## config.mk

```make
export PLATFORM = sky130hd
export DESIGN_NAME = sau_ctrl
export DESIGN_NICKNAME = d
export VERILOG_FILES = /design/src/sau_pkg.sv /design/src/sau_ctrl.sv
export SDC_FILE = /design/constraint.sdc
export NUM_CORES = 1
export LEC_CHECK = 0
export BUFFER_PORTS_ARGS = -buffer_cell sky130_fd_sc_hd__buf_2
export CAP_MARGIN = 20
export CORE_AREA = 3 3 40 42
export CTS_BUF_LIST = sky130_fd_sc_hd__clkbuf_16
export DETAILED_ROUTE_END_ITERATION = 10
export DIE_AREA = 0 0 43 45
export GPL_TIMING_DRIVEN = 1
export SYNTH_ARGS = -nofsm -noshare
export SYNTH_HDL_FRONTEND = slang
export SYNTH_SLANG_ARGS = --single-unit
```

## constraint.sdc

```tcl
create_clock -name clk -period 1.7 [get_ports clk]
set_input_delay 0.17 -clock clk [delete_from_list [all_inputs] [get_ports clk]]
set_output_delay 0.17 -clock clk [all_outputs]
set_load 0.03 [all_outputs]
```

## src/sau_pkg.sv

```systemverilog
// sau_pkg: types and codes shared by the stack arithmetic unit
// no dependencies

package sau_pkg;

  typedef enum logic [2:0] {
    REQ_PUSH     = 3'd0,
    REQ_POP      = 3'd1,
    REQ_ADD      = 3'd2,
    REQ_SUB      = 3'd3,
    REQ_MUL      = 3'd4,
    REQ_DIV      = 3'd5,
    REQ_PEEK_TOP = 3'd6,
    REQ_PEEK_BOT = 3'd7
  } req_type_t;

  typedef enum logic [2:0] {
    ERR_OK    = 3'd0,
    ERR_FULL  = 3'd1,
    ERR_EMPTY = 3'd2,
    ERR_INDEX = 3'd3,
    ERR_FEW   = 3'd4,
    ERR_DIV0  = 3'd5
  } err_code_t;

  typedef struct packed {
    req_type_t          req_type;
    logic signed [31:0] push_value;
    logic [5:0]         peek_index;
  } in_t;

  typedef struct packed {
    logic signed [31:0] result_value;
    err_code_t          error_code;
    logic [6:0]         depth;
  } out_t;

  // controller to datapath
  typedef struct packed {
    logic rd_en;
    logic start;
    logic commit;
  } cmd_t;

  // datapath to controller
  typedef struct packed {
    logic need_iter;
    logic iter_done;
  } status_t;

endpackage

```

## src/sau_ctrl.sv

```systemverilog
// sau_ctrl: request sequencer and output valid register
// depends on: sau_pkg

module sau_ctrl (
  input  logic             clk,
  input  logic             rst_n,
  input  logic             in_valid,
  output logic             in_stall,
  output logic             out_valid,
  input  logic             out_stall,
  input  sau_pkg::status_t status,
  output sau_pkg::cmd_t    cmd
);

  typedef enum logic [1:0] {
    ST_IDLE,
    ST_EXEC,
    ST_ITER,
    ST_FIN
  } state_t;

  state_t state_r, state_nxt;
  logic   out_valid_r, out_valid_nxt;
  logic   out_free;

  assign out_free = !out_valid_r || !out_stall;

  always_comb begin
    state_nxt  = state_r;
    cmd.rd_en  = 1'b0;
    cmd.start  = 1'b0;
    cmd.commit = 1'b0;
    case (state_r)
      ST_IDLE: begin
        if (in_valid) begin
          cmd.rd_en = 1'b1;
          state_nxt = ST_EXEC;
        end
      end
      ST_EXEC: begin
        if (status.need_iter) begin
          cmd.start = 1'b1;
          state_nxt = ST_ITER;
        end else if (out_free) begin
          cmd.commit = 1'b1;
          state_nxt  = ST_IDLE;
        end
      end
      ST_ITER: begin
        if (status.iter_done) begin
          state_nxt = ST_FIN;
        end
      end
      ST_FIN: begin
        if (out_free) begin
          cmd.commit = 1'b1;
          state_nxt  = ST_IDLE;
        end
      end
      default: state_nxt = ST_IDLE;
    endcase
    if (cmd.commit) begin
      out_valid_nxt = 1'b1;
    end else if (!out_stall) begin
      out_valid_nxt = 1'b0;
    end else begin
      out_valid_nxt = out_valid_r;
    end
  end

  always_ff @(posedge clk) begin
    if (!rst_n) begin
      state_r     <= ST_IDLE;
      out_valid_r <= 1'b0;
    end else begin
      state_r     <= state_nxt;
      out_valid_r <= out_valid_nxt;
    end
  end

  assign in_stall  = (state_r != ST_IDLE);
  assign out_valid = out_valid_r;

endmodule

```

# Yosys cells after proc, flatten, opt, wreduce, memory -nomap -nowiden
# Index checks and enable logic that the tools add are counted.
word_totals:
  mem_bits_rw: 0
  register_bits: 3
  latchBits: 0
  mem_count: 0
  mem_bits_ro: 0
  input_bits: 6
  out_inout_bits: 5
  wordCells: 28
classes:
  shift: 0
  bitwise_logic: 0
  eq_ne: 6
  magnitude_cmp: 0
  div_mod_pow: 0
  n_mux: 14
  n_mul: 0
  n_reduce_logical: 6
  n_addsub: 0
ops:
  columns: ["operator", "n"]
  rows:
  - ["$mux W1", 8]
  - ["$mux W2", 4]
  - ["$pmux W2 S4", 1]
  - ["$eq A2 B2 Y1 const B", 2]
  - ["$ne A2 B2 Y1 const B", 2]
  - ["$eq A2 B1 Y1 const B", 1]
  - ["$logic_not A1 Y1", 2]
  - ["$logic_not A2 Y1", 1]
  - ["$ne A2 B1 Y1 const B", 1]
  - ["$pmux W1 S2", 1]
  - ["$reduce_and A2 Y1", 1]
  - ["$reduce_bool A2 Y1", 1]
  - ["$logic_or A1 B1 Y1", 1]

# Logic depth before layout (Yosys ltp)
logic_depth:
  word_depth: 6
  mapped_depth: 4
  depth_no_buf: 3

# Worst setup path before layout
# Ideal clock, no wire load.
synth_path:
  kind: "register to output"
  startpoint: "register state_r[1]"
  endpoint: "output port cmd[2] (netlist name)"
  slack_ps: 368
  path_buffers: 0
  required_time_ps: 1530
  stages_incl_launch_ff: 3
  t_arrival_ps: 1162
  path_cell_list: "dfxtp_1 > or2_2 > nor2_1"
synth_rtl:
  columns: ["element", "line", "text"]
  rows:
  - ["start, declared", "sau_ctrl.sv:22", "state_t state_r, state_nxt;"]
  - ["start signal, assigned", "sau_ctrl.sv:76", "state_r <= state_nxt;"]
  - ["end, declared", "sau_ctrl.sv:12", "output sau_pkg::cmd_t cmd"]

==> flow_summary_export.csv <==
group,metric,value,unit
run_status,outcome,"completed",
drt,top_layer,"met3",
timing,finalCriticalPeriod,1.35,ns
grt,grt_pass1_vias,152,
cts,cts_tree,"done",
yosys,syn_nets,26,
setup_path,crit_arrival,1.18,ns
yosys,synth_seq_cells,3,
timing,fin_crit_sh,0.796,
cells_and_area,final_cell_area,300,um^2
yosys,yosysUniqueCellTypes,12,
timing,worstMarginPinSlew,0.385,ns
min_path,holdPathEnd,"out_valid",
cells_and_area,multi_input_area,81.3,um^2
timing,tns,0,ns
grt,antenna_found_initial,0,
cts,clk_latency,0.22,ns
pwr,fin_total_pwr,0.490,mW
drt,via_count,173,
setup_path,start_kind,"flip-flop",
floorplanning,dieArea,0.00194,mm^2
placed_design,placed_area,221,um^2
timing,slew_violations,0,
setup_path,ff2ff_path_depth,2,
yosys,syn_area_per_cell,8.01,um^2
pwr,p_switching,0.0935,mW
cells_and_area,syn2layout_area_growth,87.5,%
cells_and_area,drive_gt1_frac,0.455,
setup_path,rrSetupSlack,0.73,ns
cells_and_area,diodes,0,
setup_path,crit_chain,"o21ai_0, a21oi_1, buf_2",
grt,grt_pass1_wl,558,um
job,maxCapViolCount,0,
timing,max_freq,739,MHz
min_path,hold_class,"in -> reg",
timing,rsz0062_at_grt,"no",
setup_path,slowest_delay,0.36,ns
cells_and_area,nNetsFinal,40,
timing,clock_skew,0.00333,ns
floorplanning,die_h,45,um
floorplanning,die_w,43,um
placed_design,dp_hpwl,291,um
drt,wire_per_inst,7.63,um
pwr,p_int,0.396,mW
placed_design,pre_cts_ws,0.565,ns
min_path,worstHoldStart,"rst_n",
pwr,seq_power_share,0.165,
timing,setup_viol,0,
drt,drt-initial-drc-count,2,
drt,routed_wl,366,um
timing,hold_slack,0.249,ns
min_path,hold_path_depth,3,
yosys,syn_area,160,um^2
setup_path,crit_buf_inv,1,
setup_path,cpMaxStageDelayCell,"o21ai_0",
cts,ctsResizeCount,0,
setup_path,required,1.53,ns
drt,ant_nets,0,
setup_path,reg2reg_to,"state_r[0]",
drt,met2_length,142,um
cells_and_area,regArea,60.1,um^2
setup_path,worstReg2RegStart,"state_r[1]",
yosys,ys_seq_area_frac,0.375,
setup_path,worstPathMaxFanout,6,
timing,final_hold_viol_count,0,
pwr,irDropWorstVdd,0.000905,V
pwr,power.density,1630,mW/mm^2
pwr,swShare,0.191,
floorplanning,ios,11,
placed_design,numPortBuffers,10,
cts,clockBufferDepth,2,
cells_and_area,fillCellCount,136,
cts,clk_pin_slew,0.03,ns
placed_design,gp_congestion,0.629,
cts,post_cts_buffers,0,
drt,viasPerCell,3.60,
cts,cts-root-buf,"clkbuf_16",
timing,slew_headroom,0.741,
grt,track_usage,0.0449,
cts,htreeDepth,1,
yosys,synth_cells,20,
grt,grt_max_degree,7,
drt,drc,0,
drt,firstDrtPassIters,4,
drt,route.met3.wl,36,um
yosys,yosysWarnings,0,
grt,grt_overflow,0,
floorplanning,rows,13,
cts,numCtsBuffers,3,
setup_path,critPathKind,"reg -> out",
drt,m1WireLength,187,um
cts,cts_sinks,3,
floorplanning,initial_core_util,0.125,
timing,setup_slack,0.346,ns
pwr,power.leakage,0.150,nW
floorplanning,core_region_area,0.00128,mm^2
pwr,comb_power_share,0.099,
cts,postCtsHoldBufs,0,
setup_path,path_delay_family,"compound AO/OA/AOI/OAI gates",
setup_path,end_kind,"primary output",
pwr,p_clk_frac,0.736,
setup_path,cp.depth,3,
## layout by cell type, fill, tap and decap left out
| cell | synthesis | routed |
|---|---|---|
| mux2i_1 | 1 | 1 |
| buf_2 | 0 | 10 |
| o21ai_0 | 1 | 1 |
| a21oi_1 | 3 | 3 |
| inv_1 | 3 | 4 |
| nand2_1 | 2 | 2 |
| or2_2 | 1 | 1 |
| nand3_1 | 1 | 1 |
| clkbuf_16 | 0 | 3 |
| dfxtp_1 | 3 | 3 |
| a311oi_1 | 1 | 1 |
| o32ai_2 | 1 | 1 |
| nor2_1 | 2 | 2 |
## cells by family (layout without fill, tap and decap cells)
group	after synthesis	in the layout	share of synthesized area
multiplexers	1	1	0.0625
buffers and inverters	4	17	0.117
AND/OR/NAND/NOR	6	6	0.164
flip-flops	3	3	0.375
AO/OA/AOI/OAI	6	6	0.281
## metrics by stage
| stage | instances | util |
|---|---|---|
| finish | 48 | 0.234 |
| global route | 48 | 0.234 |
| CTS | 48 | 0.234 |
| detailed placement | 44 | 0.172 |
| global placement | 44 | 0.172 |
| floorplan | 20 | - |
## worst max path at each step
stage | start | endpoint
2_1_floorplan | state_r[1] | cmd[2]
3_3_place_gp | state_r[1] | cmd[0]
3_5_place_dp | state_r[1] | cmd[0]
4_1_cts | state_r[1] | cmd[0]
5_1_grt | state_r[1] | cmd[0]
6_report | state_r[1] | cmd[0]
## synthesized netlist by cell type
cell type	number	area share
buf_4	1	0.047
or2_2	1	0.039
inv_1	3	0.070
o21ai_0	1	0.031
a311oi_1	1	0.055
nand3_1	1	0.031
nand2_1	2	0.047
mux2i_1	1	0.063
o32ai_2	1	0.10
a21oi_1	3	0.094
nor2_1	2	0.047
dfxtp_1	3	0.38
## power by group through the flow
stage	combinational [mW]	sequential [mW]	clock, mW
2_1_floorplan	0.0324	0.0828	0
3_3_place_gp	0.0490	0.0816	0
3_5_place_dp	0.0491	0.0817	0
4_1_cts	0.0493	0.0807	0.367
5_1_grt	0.0527	0.0817	0.378
6_report	0.0485	0.0807	0.360
## area by class of cell
cell class | instances | share of cell area
clock inverter | 1 | 0.0125
timing repair buffer | 10 | 0.167
clock buffer | 3 | 0.250
sequential | 3 | 0.200
tap | 15 | 0.0625
inverter | 3 | 0.0375
multi-input combinational | 13 | 0.271
## routing by layer
| metal | vias to the layer above | global-route usage |
|---|---|---|
| li1 | 94 | - |
| met1 | 73 | 0.0433 |
| met2 | 6 | 0.0509 |
| met3 | 0 | 0.0518 |
| met4 | 0 | 0.0361 |
| met5 | - | 0 |
## tightest hold or removal path: stages
cell and delay [ns]:
buf_2 0.09, inv_1 0.06, a21oi_1 0.11
## registers in the layout, indices dropped and copies added (netlist names)
name / flops
state_r: 2
out_valid: 1
Note: power is estimated with default switching activity, not from simulation.
