## src/sau_pkg.sv

```systemverilog
// sau_pkg: types and codes shared by the stack arithmetic unit
// no dependencies

package sau_pkg;

  typedef enum logic [2:0] {
    REQ_PUSH     = 3'd0,
    REQ_POP      = 3'd1,
    REQ_ADD      = 3'd2,
    REQ_SUB      = 3'd3,
    REQ_MUL      = 3'd4,
    REQ_DIV      = 3'd5,
    REQ_PEEK_TOP = 3'd6,
    REQ_PEEK_BOT = 3'd7
  } req_type_t;

  typedef enum logic [2:0] {
    ERR_OK    = 3'd0,
    ERR_FULL  = 3'd1,
    ERR_EMPTY = 3'd2,
    ERR_INDEX = 3'd3,
    ERR_FEW   = 3'd4,
    ERR_DIV0  = 3'd5
  } err_code_t;

  typedef struct packed {
    req_type_t          req_type;
    logic signed [31:0] push_value;
    logic [5:0]         peek_index;
  } in_t;

  typedef struct packed {
    logic signed [31:0] result_value;
    err_code_t          error_code;
    logic [6:0]         depth;
  } out_t;

  // controller to datapath
  typedef struct packed {
    logic rd_en;
    logic start;
    logic commit;
  } cmd_t;

  // datapath to controller
  typedef struct packed {
    logic need_iter;
    logic iter_done;
  } status_t;

endpackage

```

## src/sau_iter.sv

```systemverilog
// sau_iter: shared bit-serial multiplier and floor divider
// depends on: nothing beyond its ports

module sau_iter #(
  parameter int DATA_WIDTH = 32
) (
  input  logic                  clk,
  input  logic                  rst_n,
  input  logic                  start,
  input  logic                  div_mode,
  input  logic [DATA_WIDTH-1:0] opnd_s,
  input  logic [DATA_WIDTH-1:0] opnd_t,
  output logic                  done,
  output logic [DATA_WIDTH-1:0] result
);

  localparam int W    = DATA_WIDTH;
  localparam int CNTW = $clog2(W + 1);

  logic [W-1:0]    x_r, x_nxt;
  logic [W-1:0]    y_r, y_nxt;
  logic [W-1:0]    z_r, z_nxt;
  logic [CNTW-1:0] cnt_r, cnt_nxt;
  logic            div_r, div_nxt;
  logic            neg_r, neg_nxt;
  logic [W:0]      trial;
  logic [W-1:0]    q_adj;

  always_comb begin
    x_nxt   = x_r;
    y_nxt   = y_r;
    z_nxt   = z_r;
    cnt_nxt = cnt_r;
    div_nxt = div_r;
    neg_nxt = neg_r;
    trial   = {z_r, x_r[W-1]} - {1'b0, y_r};
    if (start) begin
      div_nxt = div_mode;
      cnt_nxt = CNTW'(W);
      z_nxt   = '0;
      neg_nxt = opnd_s[W-1] ^ opnd_t[W-1];
      if (div_mode) begin
        x_nxt = opnd_s[W-1] ? (W'(0) - opnd_s) : opnd_s;
        y_nxt = opnd_t[W-1] ? (W'(0) - opnd_t) : opnd_t;
      end else begin
        x_nxt = opnd_t;
        y_nxt = opnd_s;
      end
    end else if (cnt_r != '0) begin
      cnt_nxt = cnt_r - CNTW'(1);
      if (div_r) begin
        if (!trial[W]) begin
          z_nxt = trial[W-1:0];
          x_nxt = {x_r[W-2:0], 1'b1};
        end else begin
          z_nxt = {z_r[W-2:0], x_r[W-1]};
          x_nxt = {x_r[W-2:0], 1'b0};
        end
      end else begin
        if (x_r[0]) begin
          z_nxt = z_r + y_r;
        end
        x_nxt = {1'b0, x_r[W-1:1]};
        y_nxt = {y_r[W-2:0], 1'b0};
      end
    end
  end

  always_ff @(posedge clk) begin
    if (!rst_n) begin
      cnt_r <= '0;
    end else begin
      cnt_r <= cnt_nxt;
    end
    x_r   <= x_nxt;
    y_r   <= y_nxt;
    z_r   <= z_nxt;
    div_r <= div_nxt;
    neg_r <= neg_nxt;
  end

  assign q_adj = x_r + W'(z_r != '0);
  assign done  = (cnt_r == '0);

  always_comb begin
    if (!div_r) begin
      result = z_r;
    end else if (neg_r) begin
      result = W'(0) - q_adj;
    end else begin
      result = x_r;
    end
  end

endmodule

```

## src/sau_dp.sv

```systemverilog
// sau_dp: stack memory, depth counter, adder and result register
// depends on: sau_pkg, sau_iter

module sau_dp #(
  parameter int STACK_DEPTH = 64,
  parameter int DATA_WIDTH  = 32
) (
  input  logic             clk,
  input  logic             rst_n,
  input  sau_pkg::in_t     in_data,
  input  sau_pkg::cmd_t    cmd,
  output sau_pkg::status_t status,
  output sau_pkg::out_t    out_data
);

  localparam int W  = DATA_WIDTH;
  localparam int AW = $clog2(STACK_DEPTH);
  localparam int CW = $clog2(STACK_DEPTH + 1);
  localparam int IW = (CW > 6) ? CW : 6;

  logic [W-1:0]  mem [STACK_DEPTH];
  logic [W-1:0]  rd_a_r;
  logic [W-1:0]  rd_b_r;
  logic [AW-1:0] addr_a;
  logic [AW-1:0] addr_b;
  logic [IW-1:0] cnt_iw;
  logic [IW-1:0] idx_iw;

  sau_pkg::in_t  req_r;
  sau_pkg::out_t out_r, out_nxt;
  logic [CW-1:0] count_r, count_nxt;

  logic          wr_en;
  logic [AW-1:0] wr_addr;
  logic [W-1:0]  wr_data;
  logic [W-1:0]  val;
  logic [W-1:0]  pv_ext;
  logic [W-1:0]  iter_res;
  logic          iter_done;
  logic          two_ok;
  logic          div_req;

  assign cnt_iw = IW'(count_r);
  assign idx_iw = IW'(in_data.peek_index);

  always_comb begin
    case (in_data.req_type)
      sau_pkg::REQ_PEEK_TOP: addr_a = AW'(cnt_iw - IW'(1) - idx_iw);
      sau_pkg::REQ_PEEK_BOT: addr_a = AW'(idx_iw);
      default:               addr_a = AW'(count_r - CW'(1));
    endcase
  end
  assign addr_b = AW'(count_r - CW'(2));

  always_ff @(posedge clk) begin
    if (cmd.rd_en) begin
      rd_a_r <= mem[addr_a];
      rd_b_r <= mem[addr_b];
      req_r  <= in_data;
    end
    if (wr_en) begin
      mem[wr_addr] <= wr_data;
    end
  end

  assign two_ok  = (count_r >= CW'(2));
  assign div_req = (req_r.req_type == sau_pkg::REQ_DIV);
  assign pv_ext  = W'(64'(req_r.push_value));

  sau_iter #(
    .DATA_WIDTH(W)
  ) u_iter (
    .clk     (clk),
    .rst_n   (rst_n),
    .start   (cmd.start),
    .div_mode(div_req),
    .opnd_s  (rd_b_r),
    .opnd_t  (rd_a_r),
    .done    (iter_done),
    .result  (iter_res)
  );

  assign status.iter_done = iter_done;
  assign status.need_iter = two_ok && ((req_r.req_type == sau_pkg::REQ_MUL) ||
                            (div_req && (rd_a_r != '0)));

  always_comb begin
    sau_pkg::err_code_t err;
    err       = sau_pkg::ERR_OK;
    val       = '0;
    count_nxt = count_r;
    wr_en     = 1'b0;
    wr_addr   = AW'(count_r - CW'(2));
    wr_data   = '0;
    case (req_r.req_type)
      sau_pkg::REQ_PUSH: begin
        if (count_r >= CW'(STACK_DEPTH)) begin
          err = sau_pkg::ERR_FULL;
        end else begin
          val       = pv_ext;
          wr_addr   = AW'(count_r);
          wr_data   = pv_ext;
          wr_en     = cmd.commit;
          count_nxt = count_r + CW'(1);
        end
      end
      sau_pkg::REQ_POP: begin
        if (count_r == '0) begin
          err = sau_pkg::ERR_EMPTY;
        end else begin
          val       = rd_a_r;
          count_nxt = count_r - CW'(1);
        end
      end
      sau_pkg::REQ_ADD, sau_pkg::REQ_SUB, sau_pkg::REQ_MUL, sau_pkg::REQ_DIV: begin
        if (!two_ok) begin
          err = sau_pkg::ERR_FEW;
        end else if (div_req && (rd_a_r == '0)) begin
          err       = sau_pkg::ERR_DIV0;
          count_nxt = count_r - CW'(2);
        end else begin
          case (req_r.req_type)
            sau_pkg::REQ_ADD: val = rd_b_r + rd_a_r;
            sau_pkg::REQ_SUB: val = rd_b_r - rd_a_r;
            default:          val = iter_res;
          endcase
          wr_data   = val;
          wr_en     = cmd.commit;
          count_nxt = count_r - CW'(1);
        end
      end
      default: begin
        if (IW'(req_r.peek_index) >= cnt_iw) begin
          err = sau_pkg::ERR_INDEX;
        end else begin
          val = rd_a_r;
        end
      end
    endcase
    out_nxt.result_value = 32'(64'($signed(val)));
    out_nxt.error_code   = err;
    out_nxt.depth        = 7'(count_nxt);
  end

  always_ff @(posedge clk) begin
    if (!rst_n) begin
      count_r <= '0;
    end else if (cmd.commit) begin
      count_r <= count_nxt;
    end
    if (cmd.commit) begin
      out_r <= out_nxt;
    end
  end

  assign out_data = out_r;

endmodule

```

## config.mk

```make
export PLATFORM = sky130hd
export DESIGN_NAME = sau_dp
export DESIGN_NICKNAME = d
export VERILOG_FILES = /design/src/sau_pkg.sv /design/src/sau_iter.sv /design/src/sau_dp.sv
export SDC_FILE = /design/constraint.sdc
export NUM_CORES = 2
export LEC_CHECK = 0
export ABC_AREA = 0
export BUFFER_PORTS_ARGS = -buffer_cell sky130_fd_sc_hd__buf_2
export CAP_MARGIN = 15
export CORE_ASPECT_RATIO = 1.5
export CORE_MARGIN = 2
export CORE_UTILIZATION = 69
export CTS_CLUSTER_SIZE = 24
export DETAILED_ROUTE_END_ITERATION = 10
export PLACE_DENSITY = 0.85
export SLEW_MARGIN = 15
export SYNTH_ARGS = -nofsm -noshare
export SYNTH_HDL_FRONTEND = slang
export SYNTH_SLANG_ARGS = --single-unit
export TNS_END_PERCENT = 100
```

## constraint.sdc

```tcl
create_clock -name clk -period 16 [get_ports clk]
set_input_delay 2.4 -clock clk [delete_from_list [all_inputs] [get_ports clk]]
set_output_delay 2.4 -clock clk [all_outputs]
set_load 0.05 [all_outputs]
```

After elaboration in Yosys (flattened, before gate mapping):

Memory sizes are Yosys's and may differ from the RTL's. A register that Yosys moved wholly into a read port is not among the register bits.
Cells that the tools add are included.

* flip-flop bits (word level): 194
* bits in latches: 0
* bits in writable memories: 2048
* ROM bits: 0
* input port bits: 46
* output and inout port bits: 44
* logic and storage cells: 104
* memories kept: 1

* add/sub/neg operators: 13
* $mul: 0
* div/mod/pow operators: 0
* order comparisons: 3
* equal/unequal tests: 8
* shift-type cells: 0
* muxes and demuxes: 46
* bitwise logic cells: 2
* reduce and logical (&&, ||, !) cells: 17

Memory list
* mem: words 64, bits a word 32, rd ports 2, clocked after Yosys merged registers in 2, wr ports 1, RTL line sau_dp.sv:21 `logic [W-1:0] mem [STACK_DEPTH];`

Operators by type and width (count)
* $mux W32: 20
* $pmux W32 S2: 2
* $pmux W32 S3: 1
* $sub A1 B32 Y32 const A: 3
* $add A32 B32 Y32: 2
* $reduce_bool A32 Y1: 2
* $sub A33 B32 Y33: 1
* $add A32 B1 Y32: 1
* $logic_not A32 Y1: 1
* $sub A32 B32 Y32: 1
* $mux W7: 4
* $mux W6: 4
* $pmux W7 S3: 1
* $eq A3 B3 Y1 const B: 4
* $pmux W6 S2: 1
* $pmux W3 S3: 1
* $add A7 B1 Y7 const B: 1
* $ge A6 B7 Y1: 1
* $ge A7 B2 Y1 const B: 1
* $ge A7 B7 Y1 const B: 1
* $logic_not A7 Y1: 1
* $mux W1: 7
* $sub A7 B1 Y7 const B: 1
* $sub A7 B2 Y7 const B: 1
* other kinds (19): 26

Logic depth before layout (Yosys ltp):

* depth in word-level cells: 9
* depth in mapped cells: 21
* depth with buffers taken out: 20

Modules after synthesis:

A second synthesis with hierarchy kept.

* cells, all modules: 7055
* area, all modules: 116737.0 um^2

By module, submodules not included
* sau_dp: times used 1, cells each 5424, area each 104216.2 um^2, sequential area each 66053.4 um^2
* sau_iter: times used 1, cells each 1631, area each 12520.8 um^2, sequential area each 2742.6 um^2

Least setup slack after synthesis:

OpenSTA, ideal clock, no wires.

* path kind: reg-to-reg
* start: register rd_a_r[0], read port of mem
* end: memory mem[0][27] in the netlist's numbering (data pin)
* setup time: 0.549 ns
* arrival: 6.123 ns
* required time: 15.451 ns
* slack: 9.328 ns
* stages on the path, launching flop included: 21
* buffers on the path: 1
* clock period less this slack: 6.672 ns
* path through: edfxtp_1 -> inv_1 -> ha_1 -> or3b_4 -> or3_1 -> buf_2 -> or3b_4 -> or3_4 -> or3_1 -> nand2_1 -> xor2_1 -> ha_1 -> nand2_1 -> inv_1 -> a221o_1 -> a2bb2oi_1 -> o31ai_1 -> a21oi_1 -> o21ai_0 -> xnor2_1 -> o211ai_1

* cells in the longest elaborated chain, start to end: 5
* elaborated cells between the ends (all ways): 8
* those cells by class: 2 x add/sub; 4 x mux; 2 x reduce/logical

Ends and longest elaborated chain
* start, declared: RTL line sau_dp.sv:22 `logic [W-1:0] rd_a_r;`
* $sub A32 B32 Y32, or another cell as far along: RTL line sau_dp.sv:124 `sau_pkg::REQ_SUB: val = rd_b_r - rd_a_r;`
* $pmux W32 S2 / $logic_and A1 B1 Y1 (equally long branches): RTL line sau_dp.sv:122, sau_dp.sv:118
* $mux W32 (*): RTL line sau_dp.sv:118 `end else if (div_req && (rd_a_r == '0)) begin`
* $mux W32 (*): RTL line sau_dp.sv:116 `if (!two_ok) begin`
* $pmux W32 S2 (*): RTL line sau_dp.sv:95 `case (req_r.req_type)`
* via wr_data[27]: RTL line sau_dp.sv:35 `logic [W-1:0] wr_data;`
* end, declared: RTL line sau_dp.sv:21

Mark *: on every way through the listed nets, which the timed path passes. The rest lies on a longest branch.

Final worst setup path:

* start: register count_r[0], in the netlist cnt_iw[0]
* end: register rd_a_r[24], read port of mem (data pin)

* cells in the longest elaborated chain, start to end: 3

Ends and longest elaborated chain
* start, declared: RTL line sau_dp.sv:31 `logic [CW-1:0] count_r, count_nxt;`
* start signal, assigned: RTL line sau_dp.sv:149 `count_r <= count_nxt;`
* $sub A7 B1 Y7 (*)
* $sub A6 B6 Y6: RTL line sau_dp.sv:48 `sau_pkg::REQ_PEEK_TOP: addr_a = AW'(cnt_iw - IW'(1) - idx_iw);`
* $pmux W6 S2 (*): RTL line sau_dp.sv:47 `case (in_data.req_type)`

Every way passes the cells marked *; elsewhere a longest branch is shown, timed or not.
A chain may end at the register's enable or synchronous reset.

==> out/metrics.yaml <==
die_w_um: 339
p_leak_nw: 41.4
grt_max_degree: 147
clk_pin_slew_ps: 70
fin_crit_ps: 7790
stdcell_area_um2: 127000
drc_errors: 0
syn_avg_cell_area_um2: 16.8
cts_resized: 0
r2r-start: "cnt_iw[0]$_SDFFE_PN0P_"
cp_max_fo: 128
p_per_area_nw_per_um2: 195
final.fill_count: 8388
fmax_ghz: 0.128
synth_edf_count: 2261
endpoint: "rd_a_r[24]$_DFFE_PP_"
routed_wl_um: 430000
ys_async_sr_fraction_pct: 0
clock_skew_ps: 38.4
grt_pass1_vias: 80500
hp-class: "reg2reg"
post-cts-setup-buffer-count: 0
ys.flop_type: "edfxtp_1"
final_cell_mix: "2261 x edfxtp_1, 1152 x mux4_2, 319 x nand2_1"
viasPerCell: 8.62
reg2regPathDepth: 16
syn-num-nets: 7103
ys_seq_elements: 2306
dieArea_um2: 172000
fin_cells: 9309
placed_area_um2: 120000
crit_path_end_kind: "flop"
dp.cells: 8917
synthCells: 6903
syn2layout_area_growth_pct: 9.08
gp_congestion: 1.02
finalCritPeriodShare_pct: 48.7
grt_use_total_pct: 50.6
cts_root_buf: "clkbuf_16"
drt-wirelength-per-cell_um: 46.1
grt_pass1_wl_um: 604000
nets: 7091
crit_path_start_kind: "flop"
status: "finished clean"
final_util_pct: 75.7
htreeDepth: 4
r2r_end: "rd_a_r[24]$_DFFE_PP_"
cp-startpoint: "cnt_iw[0]$_SDFFE_PN0P_"
yosysUniqueCellTypes: 81
antenna_found_initial: 33
start_util_pct: 69.4
clk_path_buf_depth: 3
cts.sink_count: 2306
ios: 90
ctsHoldBuffers: 0
crit_type: "reg2reg"
worst_pin_slew_ps: 1400
drt-initial-drc-count: 16800
r2r_setup_slack_ps: 8210
rsz0062_at_grt: "false"
layout_commonest_cell: "edfxtp_1"
holdWs_ps: 542
core_um2: 167000
hold_viol: 0
yosys_warnings: 0
first_pass_iters: 9
port_buffers: 89
drive_above_1_share_pct: 26.9
vias: 80200
drv_slew: 0
rows: 184
slew_headroom_pct: 6.85
dp_hpwl_um: 234000
numCtsBuffers: 200
required_ps: 16590
crit_arrival_ps: 8380
finalSetupViolations: 0
yosysSeqAreaShare_pct: 59.3
cts_tree: "done"
ant_nets: 0
drv_cap: 0
ir_drop_v: 0.000208
insertion_delay_ps: 910
netlist_area_um2: 116000
tns_ps: 0
gr-total-overflow: 0
die_h_um: 506
==> Yosys cell counts (all sizes together), types with 69 or more instances <==
master,instances,area [um2]
a21oi,315,1580
clkbuf,347,1300
edfxtp,2261,67900
nor2,224,857
o211ai,73,548
xor2,117,1020
ha,150,1880
nand2,321,1210
buf,159,701
mux2i,209,2090
inv,128,480
xnor2,86,753
a21o,69,518
a211oi,296,2220
o21ai,212,1060
nor2b,171,1070
mux4,1152,25900
==> report_power, final <==
| part | total, mW | leakage [nW] | internal (mW) | switching (mW) |
|---|---|---|---|---|
| combinational | 11.2 | 16.9 | 3.90 | 7.29 |
| clock | 5.12 | 3.20 | 2.75 | 2.37 |
| sequential | 8.40 | 21.3 | 7.83 | 0.572 |
==> kinds of logic (layout without fill, tap and decap cells) <==
group,after synthesis,count (layout),share of synthesized area (%)
DFF,2306,2306,59.3
muxes,1375,1375,24.3
AOI/OAI and AO/OA,1236,1236,6.95
and+or+nand+nor,992,992,4.14
buffers and inverters,637,790,2.15
xor gates and xnor gates,203,203,1.53
adders and majority gates,154,154,1.69
other,0,21,0
==> registers in the layout, indices dropped and copies added, names as in the netlist <==
| signal | count |
|---|---|
| u_iter.y_r | 32 |
| u_iter.x_r | 32 |
| cnt_iw | 7 |
| mem | 2048 |
| u_iter.z_r | 32 |
| u_iter.neg_r | 1 |
| rd_b_r | 32 |
| pv_ext | 32 |
| out_data | 42 |
| u_iter.div_r | 1 |
| req_r | 9 |
| rd_a_r | 32 |
| u_iter.cnt_r | 6 |
==> routing by layer <==
layer | part of all wire (%) | wire length, um | vias up | global-route usage [%]
met3 | 17 | 72600 | 3254 | 20.9
met2 | 44 | 189000 | 9736 | 73.7
li1 | - | - | 28700 | -
met5 | 0.069 | 296 | - | 0.972
met1 | 27 | 114000 | 38500 | 56.9
met4 | 12 | 53000 | 26 | 46.4
==> worst max-delay path, stage by stage, from the launching register on <==
cell and delay [ps]:
dfxtp_4 740, inv_1 390, ha_1 620, inv_1 140, fa_1 480, nor2b_1 140
a211oi_1 90, a21oi_4 270, buf_4 770, buf_12 710, buf_4 760, mux4_2 420
nor2b_1 160, a211oi_1 290, a211oi_1 120, a211oi_1 970, a21oi_1 80
==> per-stage QoR <==
step	power (mW)	worst slack, ps
3_3_place_gp	18.4	8020
4_1_cts	24.0	8690
3_5_place_dp	18.7	7920
2_1_floorplan	15.2	9330
5_1_grt	25.1	8260
6_report	24.7	8210
==> worst min-delay path by stage <==
stage                     cells past startpoint  slack, ps                    startpoint                            to
after global placement                        2        490  u_iter.cnt_r[1]$_SDFFE_PP0N_  u_iter.cnt_r[1]$_SDFFE_PP0N_
after floorplan                               2        480  u_iter.cnt_r[1]$_SDFFE_PP0N_  u_iter.cnt_r[1]$_SDFFE_PP0N_
after detailed placement                      2        540  u_iter.cnt_r[1]$_SDFFE_PP0N_  u_iter.cnt_r[1]$_SDFFE_PP0N_
after CTS                                     2        560  u_iter.cnt_r[1]$_SDFFE_PP0N_  u_iter.cnt_r[1]$_SDFFE_PP0N_
final                                         2        540  u_iter.cnt_r[1]$_SDFFE_PP0N_  u_iter.cnt_r[1]$_SDFFE_PP0N_
after global routing                          2        560  u_iter.cnt_r[1]$_SDFFE_PP0N_  u_iter.cnt_r[1]$_SDFFE_PP0N_
==> area by class of cell <==
cell class,count,area [um2],area share (%)
Inverter,131,492,0.388
Timing Repair Buffer,292,2110,1.67
Tap cell,2232,2790,2.21
Clock buffer,241,5210,4.11
Antenna cell,21,52.6,0.0415
Clock inverter,126,1420,1.12
Multi-Input combinational cell,3960,45700,36.1
Sequential cell,2306,68800,54.3
Note: power is estimated with default switching activity, not from simulation.
